[src/rtl/pol_pkg.sv]
package pol_pkg;

  localparam int CAPACITY = 16;
  localparam int VAL_W    = 32;
  localparam int POS_W    = 7;
  localparam int OP_W     = 3;
  localparam int STAT_W   = 2;
  localparam int IDX_W    = $clog2(CAPACITY);
  localparam int CNT_W    = $clog2(CAPACITY + 1);

  localparam logic [OP_W-1:0] OP_READ_ALL  = 3'd0;
  localparam logic [OP_W-1:0] OP_INS_FRONT = 3'd1;
  localparam logic [OP_W-1:0] OP_INS_BACK  = 3'd2;
  localparam logic [OP_W-1:0] OP_DEL_FRONT = 3'd3;
  localparam logic [OP_W-1:0] OP_DEL_BACK  = 3'd4;
  localparam logic [OP_W-1:0] OP_INS_AT    = 3'd5;
  localparam logic [OP_W-1:0] OP_DEL_AT    = 3'd6;
  localparam logic [OP_W-1:0] OP_NONE      = 3'd7;

  localparam logic [STAT_W-1:0] STAT_OK     = 2'd0;
  localparam logic [STAT_W-1:0] STAT_EMPTY  = 2'd1;
  localparam logic [STAT_W-1:0] STAT_FULL   = 2'd2;
  localparam logic [STAT_W-1:0] STAT_BADPOS = 2'd3;

  localparam logic [1:0] KIND_READ = 2'd0;
  localparam logic [1:0] KIND_INS  = 2'd1;
  localparam logic [1:0] KIND_DEL  = 2'd2;

  localparam logic [1:0] SEL_FRONT = 2'd0;
  localparam logic [1:0] SEL_BACK  = 2'd1;
  localparam logic [1:0] SEL_AT    = 2'd2;

  typedef struct packed {
    logic [1:0]              kind;
    logic [1:0]              sel;
    logic signed [VAL_W-1:0] value;
    logic [POS_W-1:0]        position;
  } cmd_t;

  typedef struct packed {
    logic             busy;
    logic [CNT_W-1:0] count;
  } back_stat_t;

endpackage

[src/rtl/pol_front.sv]
module pol_front
  import pol_pkg::*;
(
  input  logic                    clk,
  input  logic                    rst_n,
  input  logic                    in_valid,
  output logic                    in_stall,
  input  logic [OP_W-1:0]         in_op,
  input  logic signed [VAL_W-1:0] in_value_in,
  input  logic [POS_W-1:0]        in_position,
  output logic                    q_valid,
  output cmd_t                    q_cmd,
  input  logic                    q_pop
);

  localparam int QD = 2;

  cmd_t       q_r [QD];
  logic       wr_ptr_r, wr_ptr_nxt;
  logic       rd_ptr_r, rd_ptr_nxt;
  logic [1:0] cnt_r, cnt_nxt;
  cmd_t       cmd;
  logic       keep;
  logic       push;

  always_comb begin
    cmd.value    = in_value_in;
    cmd.position = in_position;
    cmd.kind     = KIND_READ;
    cmd.sel      = SEL_FRONT;
    keep         = 1'b1;
    unique case (in_op)
      OP_READ_ALL: begin
        cmd.kind = KIND_READ;
      end
      OP_INS_FRONT: begin
        cmd.kind = KIND_INS;
        cmd.sel  = SEL_FRONT;
      end
      OP_INS_BACK: begin
        cmd.kind = KIND_INS;
        cmd.sel  = SEL_BACK;
      end
      OP_INS_AT: begin
        cmd.kind = KIND_INS;
        cmd.sel  = SEL_AT;
      end
      OP_DEL_FRONT: begin
        cmd.kind = KIND_DEL;
        cmd.sel  = SEL_FRONT;
      end
      OP_DEL_BACK: begin
        cmd.kind = KIND_DEL;
        cmd.sel  = SEL_BACK;
      end
      OP_DEL_AT: begin
        cmd.kind = KIND_DEL;
        cmd.sel  = SEL_AT;
      end
      default: begin
        keep = 1'b0;
      end
    endcase
  end

  assign in_stall = (cnt_r == 2'(QD));
  assign push     = in_valid && !in_stall && keep;
  assign q_valid  = (cnt_r != 2'd0);
  assign q_cmd    = q_r[rd_ptr_r];

  always_comb begin
    wr_ptr_nxt = wr_ptr_r;
    rd_ptr_nxt = rd_ptr_r;
    cnt_nxt    = cnt_r;
    if (push) begin
      wr_ptr_nxt = ~wr_ptr_r;
    end
    if (q_pop && q_valid) begin
      rd_ptr_nxt = ~rd_ptr_r;
    end
    if (push && !(q_pop && q_valid)) begin
      cnt_nxt = cnt_r + 2'd1;
    end else if (!push && q_pop && q_valid) begin
      cnt_nxt = cnt_r - 2'd1;
    end
  end

  always_ff @(posedge clk) begin
    if (!rst_n) begin
      wr_ptr_r <= 1'b0;
      rd_ptr_r <= 1'b0;
      cnt_r    <= 2'd0;
    end else begin
      wr_ptr_r <= wr_ptr_nxt;
      rd_ptr_r <= rd_ptr_nxt;
      cnt_r    <= cnt_nxt;
    end
  end

  always_ff @(posedge clk) begin
    if (push) begin
      q_r[wr_ptr_r] <= cmd;
    end
  end

endmodule

[src/rtl/pol_back.sv]
module pol_back
  import pol_pkg::*;
(
  input  logic                     clk,
  input  logic                     rst_n,
  input  logic                     q_valid,
  input  cmd_t                     q_cmd,
  output logic                     q_pop,
  output logic                     out_valid,
  input  logic                     out_stall,
  output logic signed [VAL_W-1:0]  out_value_out,
  output logic [STAT_W-1:0]        out_status,
  output logic                     out_last,
  output back_stat_t               stat
);

  localparam logic ST_IDLE = 1'b0;
  localparam logic ST_READ = 1'b1;

  logic                    state_r, state_nxt;
  logic [CNT_W-1:0]        count_r, count_nxt;
  logic [IDX_W-1:0]        rd_idx_r, rd_idx_nxt;
  logic signed [VAL_W-1:0] slots_r [CAPACITY];
  logic signed [VAL_W-1:0] slots_nxt [CAPACITY];
  logic                    out_valid_r, out_valid_nxt;
  logic signed [VAL_W-1:0] out_value_r, out_value_nxt;
  logic [STAT_W-1:0]       out_status_r, out_status_nxt;
  logic                    out_last_r, out_last_nxt;

  logic                    ofree;
  logic [POS_W-1:0]        cnt_ext;
  logic [POS_W-1:0]        ins_idx;
  logic [POS_W-1:0]        del_idx;
  logic                    del_bad;
  logic [IDX_W-1:0]        rd_addr;
  logic signed [VAL_W-1:0] rd_data;
  logic                    rd_last;

  assign ofree   = !out_valid_r || !out_stall;
  assign cnt_ext = POS_W'(count_r);

  always_comb begin
    case (q_cmd.sel)
      SEL_FRONT: ins_idx = '0;
      SEL_BACK:  ins_idx = cnt_ext;
      default:   ins_idx = q_cmd.position;
    endcase
    case (q_cmd.sel)
      SEL_FRONT: del_idx = '0;
      SEL_BACK:  del_idx = cnt_ext - POS_W'(1);
      default:   del_idx = q_cmd.position - POS_W'(1);
    endcase
    del_bad = ((q_cmd.sel == SEL_AT) && (q_cmd.position == '0)) || (del_idx >= cnt_ext);
  end

  assign rd_addr = (state_r == ST_READ) ? rd_idx_r : del_idx[IDX_W-1:0];
  assign rd_data = slots_r[rd_addr];
  assign rd_last = (CNT_W'(rd_idx_r) + CNT_W'(1)) == count_r;

  always_comb begin
    state_nxt      = state_r;
    count_nxt      = count_r;
    rd_idx_nxt     = rd_idx_r;
    out_valid_nxt  = out_stall ? out_valid_r : 1'b0;
    out_value_nxt  = out_value_r;
    out_status_nxt = out_status_r;
    out_last_nxt   = out_last_r;
    q_pop          = 1'b0;
    for (int i = 0; i < CAPACITY; i++) begin
      slots_nxt[i] = slots_r[i];
    end
    unique case (state_r)
      ST_IDLE: begin
        if (q_valid && ofree) begin
          q_pop = 1'b1;
          case (q_cmd.kind)
            KIND_READ: begin
              if (count_r == '0) begin
                out_valid_nxt  = 1'b1;
                out_value_nxt  = '0;
                out_status_nxt = STAT_EMPTY;
                out_last_nxt   = 1'b1;
              end else begin
                state_nxt  = ST_READ;
                rd_idx_nxt = '0;
              end
            end
            KIND_INS: begin
              out_valid_nxt = 1'b1;
              out_last_nxt  = 1'b1;
              out_value_nxt = '0;
              if (count_r == CNT_W'(CAPACITY)) begin
                out_status_nxt = STAT_FULL;
              end else if (ins_idx > cnt_ext) begin
                out_status_nxt = STAT_BADPOS;
              end else begin
                out_status_nxt = STAT_OK;
                out_value_nxt  = q_cmd.value;
                count_nxt      = count_r + CNT_W'(1);
                for (int i = 0; i < CAPACITY; i++) begin
                  if (POS_W'(i) == ins_idx) begin
                    slots_nxt[i] = q_cmd.value;
                  end else if ((i > 0) && (POS_W'(i) > ins_idx)) begin
                    slots_nxt[i] = slots_r[(i > 0) ? i - 1 : 0];
                  end
                end
              end
            end
            default: begin
              out_valid_nxt = 1'b1;
              out_last_nxt  = 1'b1;
              out_value_nxt = '0;
              if (count_r == '0) begin
                out_status_nxt = STAT_EMPTY;
              end else if (del_bad) begin
                out_status_nxt = STAT_BADPOS;
              end else begin
                out_status_nxt = STAT_OK;
                out_value_nxt  = rd_data;
                count_nxt      = count_r - CNT_W'(1);
                for (int i = 0; i < CAPACITY - 1; i++) begin
                  if (POS_W'(i) >= del_idx) begin
                    slots_nxt[i] = slots_r[i + 1];
                  end
                end
              end
            end
          endcase
        end
      end
      ST_READ: begin
        if (ofree) begin
          out_valid_nxt  = 1'b1;
          out_value_nxt  = rd_data;
          out_status_nxt = STAT_OK;
          out_last_nxt   = rd_last;
          rd_idx_nxt     = rd_idx_r + IDX_W'(1);
          if (rd_last) begin
            state_nxt = ST_IDLE;
          end
        end
      end
      default: begin
        state_nxt = ST_IDLE;
      end
    endcase
  end

  always_ff @(posedge clk) begin
    if (!rst_n) begin
      state_r     <= ST_IDLE;
      count_r     <= '0;
      rd_idx_r    <= '0;
      out_valid_r <= 1'b0;
    end else begin
      state_r     <= state_nxt;
      count_r     <= count_nxt;
      rd_idx_r    <= rd_idx_nxt;
      out_valid_r <= out_valid_nxt;
    end
  end

  always_ff @(posedge clk) begin
    out_value_r  <= out_value_nxt;
    out_status_r <= out_status_nxt;
    out_last_r   <= out_last_nxt;
    for (int i = 0; i < CAPACITY; i++) begin
      slots_r[i] <= slots_nxt[i];
    end
  end

  assign out_valid     = out_valid_r;
  assign out_value_out = out_value_r;
  assign out_status    = out_status_r;
  assign out_last      = out_last_r;
  assign stat.busy     = (state_r == ST_READ);
  assign stat.count    = count_r;

endmodule

[src/rtl/positional_ordered_list_core.sv]
// positional ordered list: up to CAPACITY signed 32-bit values kept in order
// input channel in_valid/in_stall carries op, value_in and position
// op 7 is taken and dropped without any result
// a two-entry command queue sits behind the input; in_stall rises only when it is full
// result channel out_valid/out_stall carries value_out, status and last
// each command is registered in the queue, then its result in the result register
// insert and delete ops: one result each, one op per cycle while out_stall is low
// read all: count results after a setup step, one per cycle while out_stall is low;
// the element shift line and its single read select set these rates
// an empty read all gives one result with status empty
// while a result waits under out_stall, it is held and the back end waits;
// the front keeps taking items until the queue fills
// reset (rst_n low, synchronous) empties the list and the queue and drops any
// pending result; element contents are not cleared
module positional_ordered_list_core
  import pol_pkg::*;
(
  input  logic                    clk,
  input  logic                    rst_n,
  input  logic                    in_valid,
  output logic                    in_stall,
  input  logic [OP_W-1:0]         in_op,
  input  logic signed [VAL_W-1:0] in_value_in,
  input  logic [POS_W-1:0]        in_position,
  output logic                    out_valid,
  input  logic                    out_stall,
  output logic signed [VAL_W-1:0] out_value_out,
  output logic [STAT_W-1:0]       out_status,
  output logic                    out_last
);

  logic       q_valid;
  cmd_t       q_cmd;
  logic       q_pop;
  back_stat_t stat;

  pol_front u_front (
    .clk        (clk),
    .rst_n      (rst_n),
    .in_valid   (in_valid),
    .in_stall   (in_stall),
    .in_op      (in_op),
    .in_value_in(in_value_in),
    .in_position(in_position),
    .q_valid    (q_valid),
    .q_cmd      (q_cmd),
    .q_pop      (q_pop)
  );

  pol_back u_back (
    .clk          (clk),
    .rst_n        (rst_n),
    .q_valid      (q_valid),
    .q_cmd        (q_cmd),
    .q_pop        (q_pop),
    .out_valid    (out_valid),
    .out_stall    (out_stall),
    .out_value_out(out_value_out),
    .out_status   (out_status),
    .out_last     (out_last),
    .stat         (stat)
  );

`ifndef SYNTH
  a_count_bound: assert property (@(posedge clk) disable iff (!rst_n)
    stat.count <= CNT_W'(CAPACITY))
    else $error("element count above capacity");

  a_count_step: assert property (@(posedge clk) disable iff (!rst_n)
    $past(rst_n) |-> (stat.count == $past(stat.count) ||
                      stat.count == $past(stat.count) + CNT_W'(1) ||
                      stat.count + CNT_W'(1) == $past(stat.count)))
    else $error("element count moved by more than one");

  a_err_single: assert property (@(posedge clk) disable iff (!rst_n)
    out_valid && (out_status != STAT_OK) |-> out_last && (out_value_out == '0))
    else $error("error result not a single zero-valued transfer");

  a_read_no_pop: assert property (@(posedge clk) disable iff (!rst_n)
    stat.busy |-> !q_pop)
    else $error("command popped during read out");
`endif

endmodule

[config.mk]
export PLATFORM = sky130hd
export DESIGN_NAME = positional_ordered_list_core
export DESIGN_NICKNAME = d
export VERILOG_FILES = /design/src/rtl/pol_pkg.sv /design/src/rtl/pol_front.sv /design/src/rtl/pol_back.sv /design/src/rtl/positional_ordered_list_core.sv
export SDC_FILE = /design/constraint.sdc
export NUM_CORES = 2
export LEC_CHECK = 0
export ABC_CLOCK_PERIOD_IN_PS = 10100
export BUFFER_PORTS_ARGS = -buffer_cell sky130_fd_sc_hd__buf_2
export CAP_MARGIN = 20
export CELL_PAD_IN_SITES_DETAIL_PLACEMENT = 0
export CELL_PAD_IN_SITES_GLOBAL_PLACEMENT = 2
export CORE_ASPECT_RATIO = 0.75
export CORE_UTILIZATION = 44
export CTS_BUF_LIST = sky130_fd_sc_hd__clkbuf_4
export CTS_CLUSTER_DIAMETER = 40
export DETAILED_ROUTE_END_ITERATION = 10
export PLACE_DENSITY = 0.88
export SETUP_SLACK_MARGIN = 0.2
export SLEW_MARGIN = 0
export SYNTH_ARGS = -nofsm -noshare
export SYNTH_HDL_FRONTEND = slang
export SYNTH_SLANG_ARGS = --single-unit
export TNS_END_PERCENT = 5
[constraint.sdc]
create_clock -name clk -period 10.1 [get_ports clk]
set_clock_uncertainty 0.2 [all_clocks]
set_input_delay 2.02 -clock clk [delete_from_list [all_inputs] [get_ports clk]]
set_output_delay 2.02 -clock clk [all_outputs]
set_load 0.02 [all_outputs]
==> run metrics <==
vias in the first global route 28154; DRT Pass-1 Iters 6; effective utilization at floorplan 0.4464; root buffer cell clkbuf_4; Clock Power Share 0.212; wire length on met2 55400 um; met3 wire length 13360 um; die width 332.5 um; Yosys top cell area share 0.5274; Sink Count 649; Seq cells post-synth 649; antenna viol nets, final 0; Yosys cell types 75; Setup violations, final 0; clk slew on worst S/H paths 0.06 ns; FP Rows 90; RSZ-0062 raised after global routing no; area delta synth->final 10.06%; ys async rst share 0; leakage power 15.27 nW; total CTS buffers 171; Setup Fix Bufs, Post-CTS 0; largest net degree at the start of global routing 252; PortBufs 82; Synth Warn # 0; layout cells sized above 1 0.1564; Residual DRC 0; commonest cells in the netlist nand2_1 (837), edfxtp_1 (633), o21ai_0 (611), mux2i_1 (334), clkbuf_1 (196); CTS Hold Bufs 0; endpoints failing hold 0; Skew-Pair Late Insertion Delay 1.08 ns; Hold WS 0.3110 ns; Placer Congestion 0.8908; Seq/Total Area, Yosys 0.5363; global-route wire length before repair 187400 um; DR vias 29783; Post-Syn Nets 3562; worst slew pin tran 1.208 ns; wirelength, routed 127000 um; sw frac 0.4370; Pwr Total 11.38 mW; ys flop type edfxtp_1; Peak Freq 149.1 MHz; critical path arrival 7.16 ns; Yosys top cell by area edfxtp_1; Hold Crit Class flop to flop; H-Tree Depth 4; Comb pwr share 0.450; crit-path max FO 51; crit path kind flop to flop; Initial DRC Count 3942; Pint 6.407 mW; switching power total 4.974 mW; wire per inst 26.82 um; PostCTS Resize Cnt 0; max-cap viol count 0; Top Metal Used met4; synthesized cell area 0.03604 mm^2; minimum clock period 6.706 ns; VDD IR max 0.0003479 V; run status finished, final reports clean; EDFF count, synth 633; Clock Path Buffers 3; Startpoint Class flop; Core ar. 0.08074 mm^2; Period Utilization, post-route 0.6640; final setup TNS 0 ns; Power Dens Cells 286.9 mW/mm^2; fin nets 3607; antenna violations before repair 3; sequential share of power 0.338; CTS tree yes; Final HPWL DP 67910 um; count leader, synth nand2_1; wire length on met1 54370 um; vias per cell 6.291; WP data required 10.55 ns; # IOs 83; mean post-synth cell area 10.30 um^2; Slew Viols, Final 0; global route overflow 0; Slew Limit Headroom 0.1914; die area 0.08307 mm^2; Crit. End Element flop; overall routing resource usage 0.3033; Gate Count Post-Synth 3499; die extent in y 249.9 um; dominant cells by area after synthesis edfxtp_1 (53%), mux2i_1 (9.3%), nand2_1 (8.7%)
==> path summary, 6_finish.rpt <==
kind	start	slack, ns	cells past startpoint	endpoint
setup / recovery	flop	3.39	14	u_back.slots_r[7][25]
hold reg to reg	u_back.rd_idx_r[1]	0.31	2	u_back.rd_idx_r[1]
setup reg to reg	flop	3.39	14	u_back.slots_r[7][25]
hold / removal	u_back.rd_idx_r[1]	0.31	2	u_back.rd_idx_r[1]
==> kinds of logic after synthesis <==
group,share of synthesized area
AO/OA/AOI/OAI,0.1383
buffers and inverters,0.03336
XOR/XNOR,0.004131
multiplexers,0.1438
AND/OR/NAND/NOR,0.1380
adder cells (fa/ha/maj),0.006110
flip-flops,0.5363
==> power groups by stage <==
stage / logic, mW / clock network, mW / registers, mW
2_1_floorplan: 3.32 / 0 / 3.83
3_3_place_gp: 4.95 / 0 / 3.88
3_5_place_dp: 5.02 / 0 / 3.89
4_1_cts: 5.03 / 2.46 / 3.84
5_1_grt: 5.44 / 2.59 / 3.87
6_report: 5.12 / 2.42 / 3.85
==> flip-flops by register name, indices dropped and copies added, names as in the netlist, named ones only <==
register and cells:
u_front.cnt_r 2, u_front.rd_ptr_r 1, u_back.count_r 5, u_front.q_r 86, u_back.slots_r 512, u_back.out_valid 1
u_back.out_value_out 32, u_back.rd_idx_r 4, u_front.wr_ptr_r 1, u_back.out_status 2, u_back.out_last 1, u_back.state_r 1
==> cell type report <==
type	count	area [um^2]
fillers	7434	41070
multi-input cells	2560	15800
flip-flops and latches	649	19330
inverters	18	75.07
clock buffers	251	1884
diodes	7	17.52
repair buffers	144	933.4
clock inverters	47	302.8
well taps	1058	1324
==> metrics by stage <==
| stage | worst slack, ns | util | instance area [um^2] | cells |
|---|---|---|---|---|
| after detailed placement | 3.516 | 0.4636 | 37430 | 4428 |
| after floorplan | 2.865 | - | 36040 | 3499 |
| after global routing | 3.088 | 0.4912 | 39660 | 4733 |
| after global placement | 3.570 | 0.4636 | 37430 | 4428 |
| after CTS | 3.427 | 0.4907 | 39620 | 4726 |
| final | 3.394 | 0.4913 | 39670 | 4734 |
==> layout by cell type, fill, tap and decap left out, types with 64 or more instances in the layout <==
cell	instances
nor2_1	156
a21oi_1	150
clkbuf_4	251
nand2_1	833
o21ai_0	611
nand3_1	76
buf_2	82
mux4_2	64
edfxtp_1	633
mux2i_1	334
==> layer usage <==
| metal | up-vias | GRT usage |
|---|---|---|
| li1 | 13062 | - |
| met1 | 14643 | 0.4372 |
| met2 | 1800 | 0.4471 |
| met3 | 278 | 0.06519 |
| met4 | 0 | 0.1122 |
| met5 | - | 0 |
==> worst max-delay path, cell delays in order (launching register included) <==
cell,delay [ns]
dfxtp_4,0.80
mux2i_1,0.80
nor2_1,0.12
a21oi_2,0.75
inv_1,0.22
ha_1,0.35
nor2b_1,0.14
o21a_1,0.17
o21ai_0,0.14
a21o_1,0.22
a21oi_1,0.11
nand4b_1,0.46
buf_4,0.40
nor3b_4,0.75
buf_4,0.61
Power figures use the tool's default switching activity.
